===== config.mk =====
export PLATFORM = sky130hd
export DESIGN_NAME = positional_list_engine_core
export DESIGN_NICKNAME = d
export VERILOG_FILES = /design/src/sv/ple_pkg.sv /design/src/sv/ple_dpath.sv /design/src/sv/ple_ctrl.sv /design/src/sv/positional_list_engine_core.sv
export SDC_FILE = /design/constraint.sdc
export NUM_CORES = 2
export LEC_CHECK = 0
export BUFFER_PORTS_ARGS = -buffer_cell sky130_fd_sc_hd__buf_2
export CAP_MARGIN = 15
export CORE_ASPECT_RATIO = 2
export CORE_MARGIN = 4
export CORE_UTILIZATION = 25
export CTS_CLUSTER_DIAMETER = 120
export DETAILED_ROUTE_END_ITERATION = 10
export PLACE_DENSITY = 0.49
export SYNTH_ARGS = -nofsm -noshare
export SYNTH_HDL_FRONTEND = slang
export SYNTH_SLANG_ARGS = --single-unit

===== constraint.sdc =====
create_clock -name clk -period 8.4 [get_ports clk]
set_input_delay 0.42 -clock clk [delete_from_list [all_inputs] [get_ports clk]]
set_output_delay 0.42 -clock clk [all_outputs]
set_load 0.02 [all_outputs]

===== src/sv/ple_pkg.sv =====
// Package: request/result types, action and status codes, controller commands.
package ple_pkg;

	localparam int DEPTH_DEF = 32;
	localparam int DATA_WIDTH_DEF = 32;
	localparam int CNT_W = 7;
	localparam int VAL_W = 32;
	localparam int WIDE_W = 64;

	typedef enum logic [2:0] {
		ACT_INS_FRONT = 3'd0,
		ACT_INS_BACK  = 3'd1,
		ACT_INS_POS   = 3'd2,
		ACT_DEL_FRONT = 3'd3,
		ACT_DEL_BACK  = 3'd4,
		ACT_DEL_POS   = 3'd5,
		ACT_DUMP      = 3'd6
	} action_t;

	typedef enum logic [1:0] {
		STS_OK     = 2'd0,
		STS_BADPOS = 2'd1,
		STS_FULL   = 2'd2,
		STS_EMPTY  = 2'd3
	} status_t;

	typedef enum logic [1:0] {
		OP_NONE,
		OP_INS,
		OP_DEL,
		OP_ROT
	} cell_op_t;

	typedef enum logic {
		ST_IDLE,
		ST_DUMP
	} state_t;

	typedef struct packed {
		logic [2:0]              action;
		logic signed [VAL_W-1:0] value;
		logic [CNT_W-1:0]        position;
	} req_t;

	typedef struct packed {
		logic [1:0]              status;
		logic [CNT_W-1:0]        count;
		logic signed [VAL_W-1:0] element;
		logic                    element_valid;
		logic                    last;
	} res_t;

	typedef struct packed {
		cell_op_t         op;
		logic [CNT_W-1:0] idx;
		logic             res_load;
		status_t          status;
		logic             elem_sel;
		logic             last;
	} ple_cmd_t;

	typedef struct packed {
		logic [CNT_W-1:0] len;
		logic             res_busy;
	} ple_sts_t;

endpackage


===== src/sv/ple_dpath.sv =====
// Datapath: shifting cell row, length register and result register.
module ple_dpath #(
	parameter int DEPTH = ple_pkg::DEPTH_DEF,
	parameter int DATA_WIDTH = ple_pkg::DATA_WIDTH_DEF
) (
	input  logic              clk,
	input  logic              arst_n,
	input  logic signed [31:0] value,
	input  ple_pkg::ple_cmd_t cmd,
	input  logic              res_ready,
	output ple_pkg::ple_sts_t sts,
	output logic              res_valid,
	output ple_pkg::res_t     res
);
	import ple_pkg::*;

	logic [DATA_WIDTH-1:0] cell_q [DEPTH];
	logic [CNT_W-1:0]      len_q;
	logic [CNT_W-1:0]      len_d;
	logic                  res_valid_q;
	res_t                  res_q;
	logic signed [WIDE_W-1:0] val_wide;
	logic signed [WIDE_W-1:0] head_wide;
	logic [DATA_WIDTH-1:0] word;

	assign val_wide  = WIDE_W'(value);
	assign word      = val_wide[DATA_WIDTH-1:0];
	assign head_wide = WIDE_W'(signed'(cell_q[0]));

	always_comb begin
		case (cmd.op)
			OP_INS:  len_d = len_q + CNT_W'(1);
			OP_DEL:  len_d = len_q - CNT_W'(1);
			default: len_d = len_q;
		endcase
	end

	for (genvar g = 0; g < DEPTH; g++) begin : g_cell
		localparam logic [CNT_W-1:0] IDX = CNT_W'(g);
		localparam int PRV = (g == 0) ? 0 : g - 1;
		localparam int NXT = (g == DEPTH - 1) ? g : g + 1;

		always_ff @(posedge clk) begin
			case (cmd.op)
				OP_INS: begin
					if (IDX == cmd.idx) begin
						cell_q[g] <= word;
					end else if (IDX > cmd.idx) begin
						cell_q[g] <= cell_q[PRV];
					end
				end
				OP_DEL: begin
					if (IDX >= cmd.idx) begin
						cell_q[g] <= cell_q[NXT];
					end
				end
				OP_ROT: begin
					if (IDX == len_q - CNT_W'(1)) begin
						cell_q[g] <= cell_q[0];
					end else begin
						cell_q[g] <= cell_q[NXT];
					end
				end
				default: ;
			endcase
		end
	end

	always_ff @(posedge clk or negedge arst_n) begin
		if (!arst_n) begin
			len_q       <= '0;
			res_valid_q <= 1'b0;
		end else begin
			len_q <= len_d;
			if (cmd.res_load) begin
				res_valid_q <= 1'b1;
			end else if (res_ready) begin
				res_valid_q <= 1'b0;
			end
		end
	end

	always_ff @(posedge clk) begin
		if (cmd.res_load) begin
			res_q.status        <= cmd.status;
			res_q.count         <= len_d;
			res_q.element       <= cmd.elem_sel ? head_wide[VAL_W-1:0] : '0;
			res_q.element_valid <= cmd.elem_sel;
			res_q.last          <= cmd.last;
		end
	end

	assign sts.len      = len_q;
	assign sts.res_busy = res_valid_q;
	assign res_valid    = res_valid_q;
	assign res          = res_q;

endmodule


===== src/sv/ple_ctrl.sv =====
// Controller: request decode, range checks and dump sequencing.
module ple_ctrl #(
	parameter int DEPTH = ple_pkg::DEPTH_DEF
) (
	input  logic              clk,
	input  logic              arst_n,
	input  logic              cmd_valid,
	output logic              cmd_ready,
	input  logic [2:0]        action,
	input  logic [6:0]        position,
	input  logic              res_ready,
	input  ple_pkg::ple_sts_t sts,
	output ple_pkg::ple_cmd_t cmd
);
	import ple_pkg::*;

	localparam logic [CNT_W-1:0] FULL_LEN = CNT_W'(DEPTH);

	state_t           state_q;
	state_t           state_d;
	logic [CNT_W-1:0] k_q;
	logic             slot_free;
	logic             fire;
	logic             full;
	logic             empty;
	logic             dump_last;
	logic [CNT_W:0]   pos_x;
	logic [CNT_W:0]   len_x;

	assign slot_free = !sts.res_busy || res_ready;
	assign fire      = cmd_valid && cmd_ready;
	assign full      = (sts.len == FULL_LEN);
	assign empty     = (sts.len == '0);
	assign dump_last = (k_q == sts.len - CNT_W'(1));
	assign pos_x     = {1'b0, position};
	assign len_x     = {1'b0, sts.len};

	always_comb begin
		state_d = state_q;
		unique case (state_q)
			ST_IDLE: begin
				if (fire && action == ACT_DUMP && !empty) begin
					state_d = ST_DUMP;
				end
			end
			ST_DUMP: begin
				if (slot_free && dump_last) begin
					state_d = ST_IDLE;
				end
			end
			default: state_d = ST_IDLE;
		endcase
	end

	always_comb begin
		cmd_ready    = 1'b0;
		cmd.op       = OP_NONE;
		cmd.idx      = '0;
		cmd.res_load = 1'b0;
		cmd.status   = STS_OK;
		cmd.elem_sel = 1'b0;
		cmd.last     = 1'b1;
		unique case (state_q)
			ST_IDLE: begin
				cmd_ready = slot_free;
				if (fire) begin
					cmd.res_load = 1'b1;
					unique case (action_t'(action)) inside
						ACT_INS_FRONT, ACT_INS_BACK: begin
							cmd.idx = (action == ACT_INS_FRONT) ? '0 : sts.len;
							if (full) cmd.status = STS_FULL;
							else cmd.op = OP_INS;
						end
						ACT_INS_POS: begin
							cmd.idx = position - CNT_W'(1);
							if (position == '0 || pos_x > len_x + (CNT_W+1)'(1)) begin
								cmd.status = STS_BADPOS;
							end else if (full) begin
								cmd.status = STS_FULL;
							end else begin
								cmd.op = OP_INS;
							end
						end
						ACT_DEL_FRONT, ACT_DEL_BACK: begin
							cmd.idx = (action == ACT_DEL_FRONT) ? '0 : sts.len - CNT_W'(1);
							if (empty) cmd.status = STS_EMPTY;
							else cmd.op = OP_DEL;
						end
						ACT_DEL_POS: begin
							cmd.idx = position - CNT_W'(1);
							if (empty) begin
								cmd.status = STS_EMPTY;
							end else if (position == '0 || pos_x > len_x) begin
								cmd.status = STS_BADPOS;
							end else begin
								cmd.op = OP_DEL;
							end
						end
						ACT_DUMP: begin
							cmd.res_load = empty;
						end
						default: ;
					endcase
				end
			end
			ST_DUMP: begin
				if (slot_free) begin
					cmd.op       = OP_ROT;
					cmd.res_load = 1'b1;
					cmd.elem_sel = 1'b1;
					cmd.last     = dump_last;
				end
			end
			default: ;
		endcase
	end

	always_ff @(posedge clk or negedge arst_n) begin
		if (!arst_n) begin
			state_q <= ST_IDLE;
			k_q     <= '0;
		end else begin
			state_q <= state_d;
			if (state_q == ST_IDLE) begin
				k_q <= '0;
			end else if (slot_free) begin
				k_q <= k_q + CNT_W'(1);
			end
		end
	end

endmodule


===== src/sv/positional_list_engine_core.sv =====
// Top level: bounded positional list, controller plus cell-row datapath.
//
//   channel  | signals                      | moves
//   ---------+------------------------------+----------------------------------
//   request  | cmd_valid, cmd_ready, cmd    | action, value, position
//   result   | res_valid, res_ready, res    | status, count, element, valid, last
//
// An edit shifts all affected cells at once and registers one result.
// A dump first takes the request; then the cell row rotates by one per cycle
// while the result register is free, and the front cell feeds that register.
// An empty dump registers its result as the request is taken.
// Outside a dump, a request is taken if the result register is empty or draining.
// Reset clears the length, the result valid flag and the controller; cells
// keep their contents.
module positional_list_engine_core #(
	parameter int DEPTH = ple_pkg::DEPTH_DEF,
	parameter int DATA_WIDTH = ple_pkg::DATA_WIDTH_DEF
) (
	input  logic           clk,
	input  logic           arst_n,
	input  logic           cmd_valid,
	output logic           cmd_ready,
	input  ple_pkg::req_t  cmd,
	output logic           res_valid,
	input  logic           res_ready,
	output ple_pkg::res_t  res
);
	import ple_pkg::*;

	ple_cmd_t ctl;
	ple_sts_t sts;

	ple_ctrl #(
		.DEPTH(DEPTH)
	) u_ctrl (
		.clk      (clk),
		.arst_n   (arst_n),
		.cmd_valid(cmd_valid),
		.cmd_ready(cmd_ready),
		.action   (cmd.action),
		.position (cmd.position),
		.res_ready(res_ready),
		.sts      (sts),
		.cmd      (ctl)
	);

	ple_dpath #(
		.DEPTH     (DEPTH),
		.DATA_WIDTH(DATA_WIDTH)
	) u_dpath (
		.clk      (clk),
		.arst_n   (arst_n),
		.value    (cmd.value),
		.cmd      (ctl),
		.res_ready(res_ready),
		.sts      (sts),
		.res_valid(res_valid),
		.res      (res)
	);

endmodule


==> reports/results.tsv <==
stage	metric	value	unit
run_status	status	completed	
floorplanning	die extent in x	372.9	um
clock_tree	clk sink count	1083	
cells_and_area	P&R area growth vs syn	11.33	%
drt	vias per cell	6.089	
logic_synthesis	Mapped Area	66580	sq um
grt	initial antenna violation count	45	
grt	GRT overflow	0	
place	DP HPWL	225400	um
grt	first-pass GRT wire length	475700	um
sta	period utilisation layout	0.8740	
clock_tree	Num CTS Buffers	106	
setup_path	reg2reg path depth	23	
logic_synthesis	flops & latches, synth	1083	
grt	vias in the first global route	59500	
sta	Worst Skew	0.05109	ns
clock_tree	Worst-Skew Late Latency	0.78	ns
sta	final-report hold violation count	0	
grt	pin count of the biggest net entering global routing	181	
setup_path	CP Launch Type	flip-flop	
logic_synthesis	most instantiated cells after synthesis	edfxtp_1, nand2_1, mux2i_1, o21ai_0, clkbuf_1	
drt	Initial DRT Pass Iterations	9	
clock_tree	CTS Hold Bufs	2	
place	Routability Congestion	0.9471	
drt	DRC viols	0	
logic_synthesis	most frequent cell after synthesis	edfxtp_1	
place	placement-stage cell area	70420	sq um
sta	post-layout min period	7.341	ns
cells_and_area	share of layout cells above drive strength 1	0.1029	
power_and_ir_drop	leak pwr	27.00	nW
worst_hold_path	Hold EP	u_ctrl.k_q[1]	
power_and_ir_drop	worst vdd ir	0.2280	mV
sta	TNS Setup	0	ns
clock_tree	clock root buffer	clkbuf_16	
sta	Peak Freq	136.2	MHz
worst_hold_path	Worst Hold Class	primary input to flip-flop	
logic_synthesis	Yosys top cell by area	edfxtp_1	
drt	vias after detailed routing	60680	
clock_tree	PostCTS Resize Cnt	0	
setup_path	r2r setup slk	1.06	ns
logic_synthesis	Synth warnings	0	
logic_synthesis	sequential area share after synthesis	0.4872	
clock_tree	H-Tree Depth	3	
sta	Slew Limit Headroom	0.1545	
clock_tree	CTS tree	done	
worst_hold_path	hold path startpoint	res_ready	
drt	antenna-violating nets left	0	
setup_path	critical path data required time	9.00	ns
clock_tree	setup bufs post-CTS	0	
sta	Setup violations, final	0	
setup_path	CP Class	flip-flop to flip-flop	
setup_path	Worst path slowest cell	o21ai_0	
floorplanning	I/O pin count	91	
logic_synthesis	top cells by area, synth	edfxtp_1, mux2i_1, nand2_1, o21ai_0, a22oi_1	
cells_and_area	Design Area, Final	74130	sq um
floorplanning	# rows	267	
floorplanning	core footprint	264600	sq um
floorplanning	Initial Utilization	0.2516	
logic_synthesis	Gate Count Post-Synth	6702	
sta	unrepaired setup endpoints after global routing	no	
drt	Iter 0 DRT Violations	7614	
clock_tree	clock slew at reported path FFs	0.07	ns
logic_synthesis	asr flop ratio synth	0.01477	
power_and_ir_drop	P per Cell Area	405.8	nW/um^2
setup_path	R2R Path End	u_dpath.cell_q[0][168]	
worst_hold_path	hold depth	4	
cells_and_area	final-layout fill cell count	27790	
logic_synthesis	post-synthesis cell type count	89	
setup_path	Max FO, Critical Path	73	
logic_synthesis	top cell type's share of synthesized area	0.4812	
logic_synthesis	Primary FF master, synth	edfxtp_1	
job	maximum capacitance violations	0	
setup_path	Crit path arrival time	7.94	ns
setup_path	largest stage delay on the critical path	0.76	ns
logic_synthesis	Avg Cell Area, Syn	9.935	sq um
cells_and_area	net count reported at finish	6436	
drt	DR WL/cell	35.01	um
logic_synthesis	post-synth net total	6774	
sta	Slew Limit Fails	0	
setup_path	R2R Path Start	u_dpath.len_q[0]	
drt	WL final	348800	um
place	PortBufs	90	
setup_path	crit end category	flip-flop	
sta	Least-Margin Pin Slew	1.268	ns
clock_tree	clk buf depth	3	
logic_synthesis	Post-synth EDFFs	1067	
floorplanning	Die Ht	737.8	um
setup_path	crit-path cells	inv_1 -> ha_1 -> inv_1 -> ha_1 -> nor2b_1 -> o21a_1 -> o21a_1 -> o21a_1 -> o21a_1 -> o21ai_0 -> a21oi_1 -> o31a_1 -> o21ai_0 -> ha_4 -> inv_8 -> o21ai_0 -> inv_1 -> o41ai_4 -> buf_4 -> and2_1 -> buf_4 -> a22oi_1 -> o21ai_0	
grt	All-Layer GR Usage	0.2416	
floorplanning	die area	275100	sq um
==> cells in the final DEF (no fill, tap or decap), types with 13 or more instances in the layout <==
master     count
a21oi_1      200
a221o_1       32
a221oi_1     163
a222oi_1      24
a22oi_1      404
a31oi_1      218
and2_1        21
and3_1        48
buf_2         89
buf_4        239
bufinv_16     13
clkbuf_1      20
clkbuf_16    107
clkinv_1      29
clkinv_2      19
dfrtp_1       16
diode_2       18
edfxtp_1    1067
ha_1          23
inv_1         22
inv_2         20
mux2_2        34
mux2i_1      806
nand2_1      924
nand2b_1      13
nand3_1       64
nor2_1       445
o211ai_1     220
o21a_1        13
o21ai_0      655
o21ai_1       45
o221ai_1     119
o22ai_1       39
o31ai_1       38
xnor2_1       18
==> sequential cells by signal (all words and copies together) (netlist names) <==
name	cells
u_dpath.len_q	7
u_dpath.cell_q	1024
u_ctrl.state_q	1
u_dpath.res	43
u_dpath.res_valid	1
u_ctrl.k_q	7
==> area by class of cell <==
| type | count | area (sq um) | area share |
|---|---|---|---|
| inverter | 52 | 202.7 | 0.002734 |
| clock inverter | 67 | 711.9 | 0.009604 |
| sequential | 1083 | 32440 | 0.4376 |
| antenna | 18 | 45.04 | 0.0006076 |
| multi-input combinational | 4777 | 31060 | 0.4190 |
| timing repair buffer | 344 | 2539 | 0.03425 |
| tap | 3497 | 4375 | 0.05903 |
| clock buffer | 127 | 2753 | 0.03713 |
==> metrics by stage <==
step / power (mW) / instances / utilization / hold slack [ns] / setup WS, ns
6_report: 30.08 / 9965 / 0.2802 / 0.04634 / 1.059
3_5_place_dp: 24.44 / 9743 / 0.2662 / 0.3676 / 1.325
4_1_cts: 29.59 / 9939 / 0.2793 / 0.0006556 / 1.263
2_1_floorplan: 18.01 / 6702 / - / 0.1244 / 1.049
5_1_grt: 30.87 / 9951 / 0.2800 / 0.05793 / 0.7920
3_3_place_gp: 24.20 / 9738 / 0.2658 / 0.3640 / 1.342
==> logic make-up (layout without fill, tap and decap cells) <==
logic type,after synthesis,in the layout,share of synthesized area
DFF,1083,1083,0.4872
muxes,840,840,0.1269
xor gates and xnor gates,24,24,0.003157
other,0,18,0
and+or+nand+nor,1627,1627,0.1003
adders and majority gates,26,26,0.004886
AOI/OAI and AO/OA,2260,2260,0.2249
buffers and inverters,842,590,0.05254
==> metal layers <==
layer	routed length [um]	track usage
met1	108900	0.2368
met3	24890	0.04331
met4	47550	0.2726
met5	173	0
met2	167400	0.4072
==> how the worst max path moves through the flow <==
stage,slack [ns],start,to
floorplan,1.05,u_dpath.len_q[0],u_dpath.cell_q[0][0]
global placement,1.34,u_dpath.len_q[0],u_dpath.cell_q[0][168]
detailed placement,1.33,u_dpath.len_q[0],u_dpath.cell_q[0][168]
CTS,1.26,u_dpath.len_q[0],u_dpath.cell_q[0][168]
global route,0.79,u_dpath.len_q[0],u_dpath.cell_q[0][165]
finish,1.06,u_dpath.len_q[0],u_dpath.cell_q[0][168]
==> critical path, delay by kind of cell (launching register included) <==
family,cells,cell delay [ns]
adders and majority gates,3,1.31
DFF,1,0.66
buffers and inverters,6,1.73
AOI/OAI and AO/OA,12,2.82
and+or+nand+nor,2,0.62
==> power breakdown <==
group	total (mW)	leakage, nW	internal [mW]	switching (mW)
registers	13.0	10.8	9.80	3.17
logic	11.9	14.6	3.49	8.45
clock network	5.17	1.69	2.74	2.43
total	30.1	27.0	16.0	14.0
No activity file was read; power rests on OpenSTA's default activity.
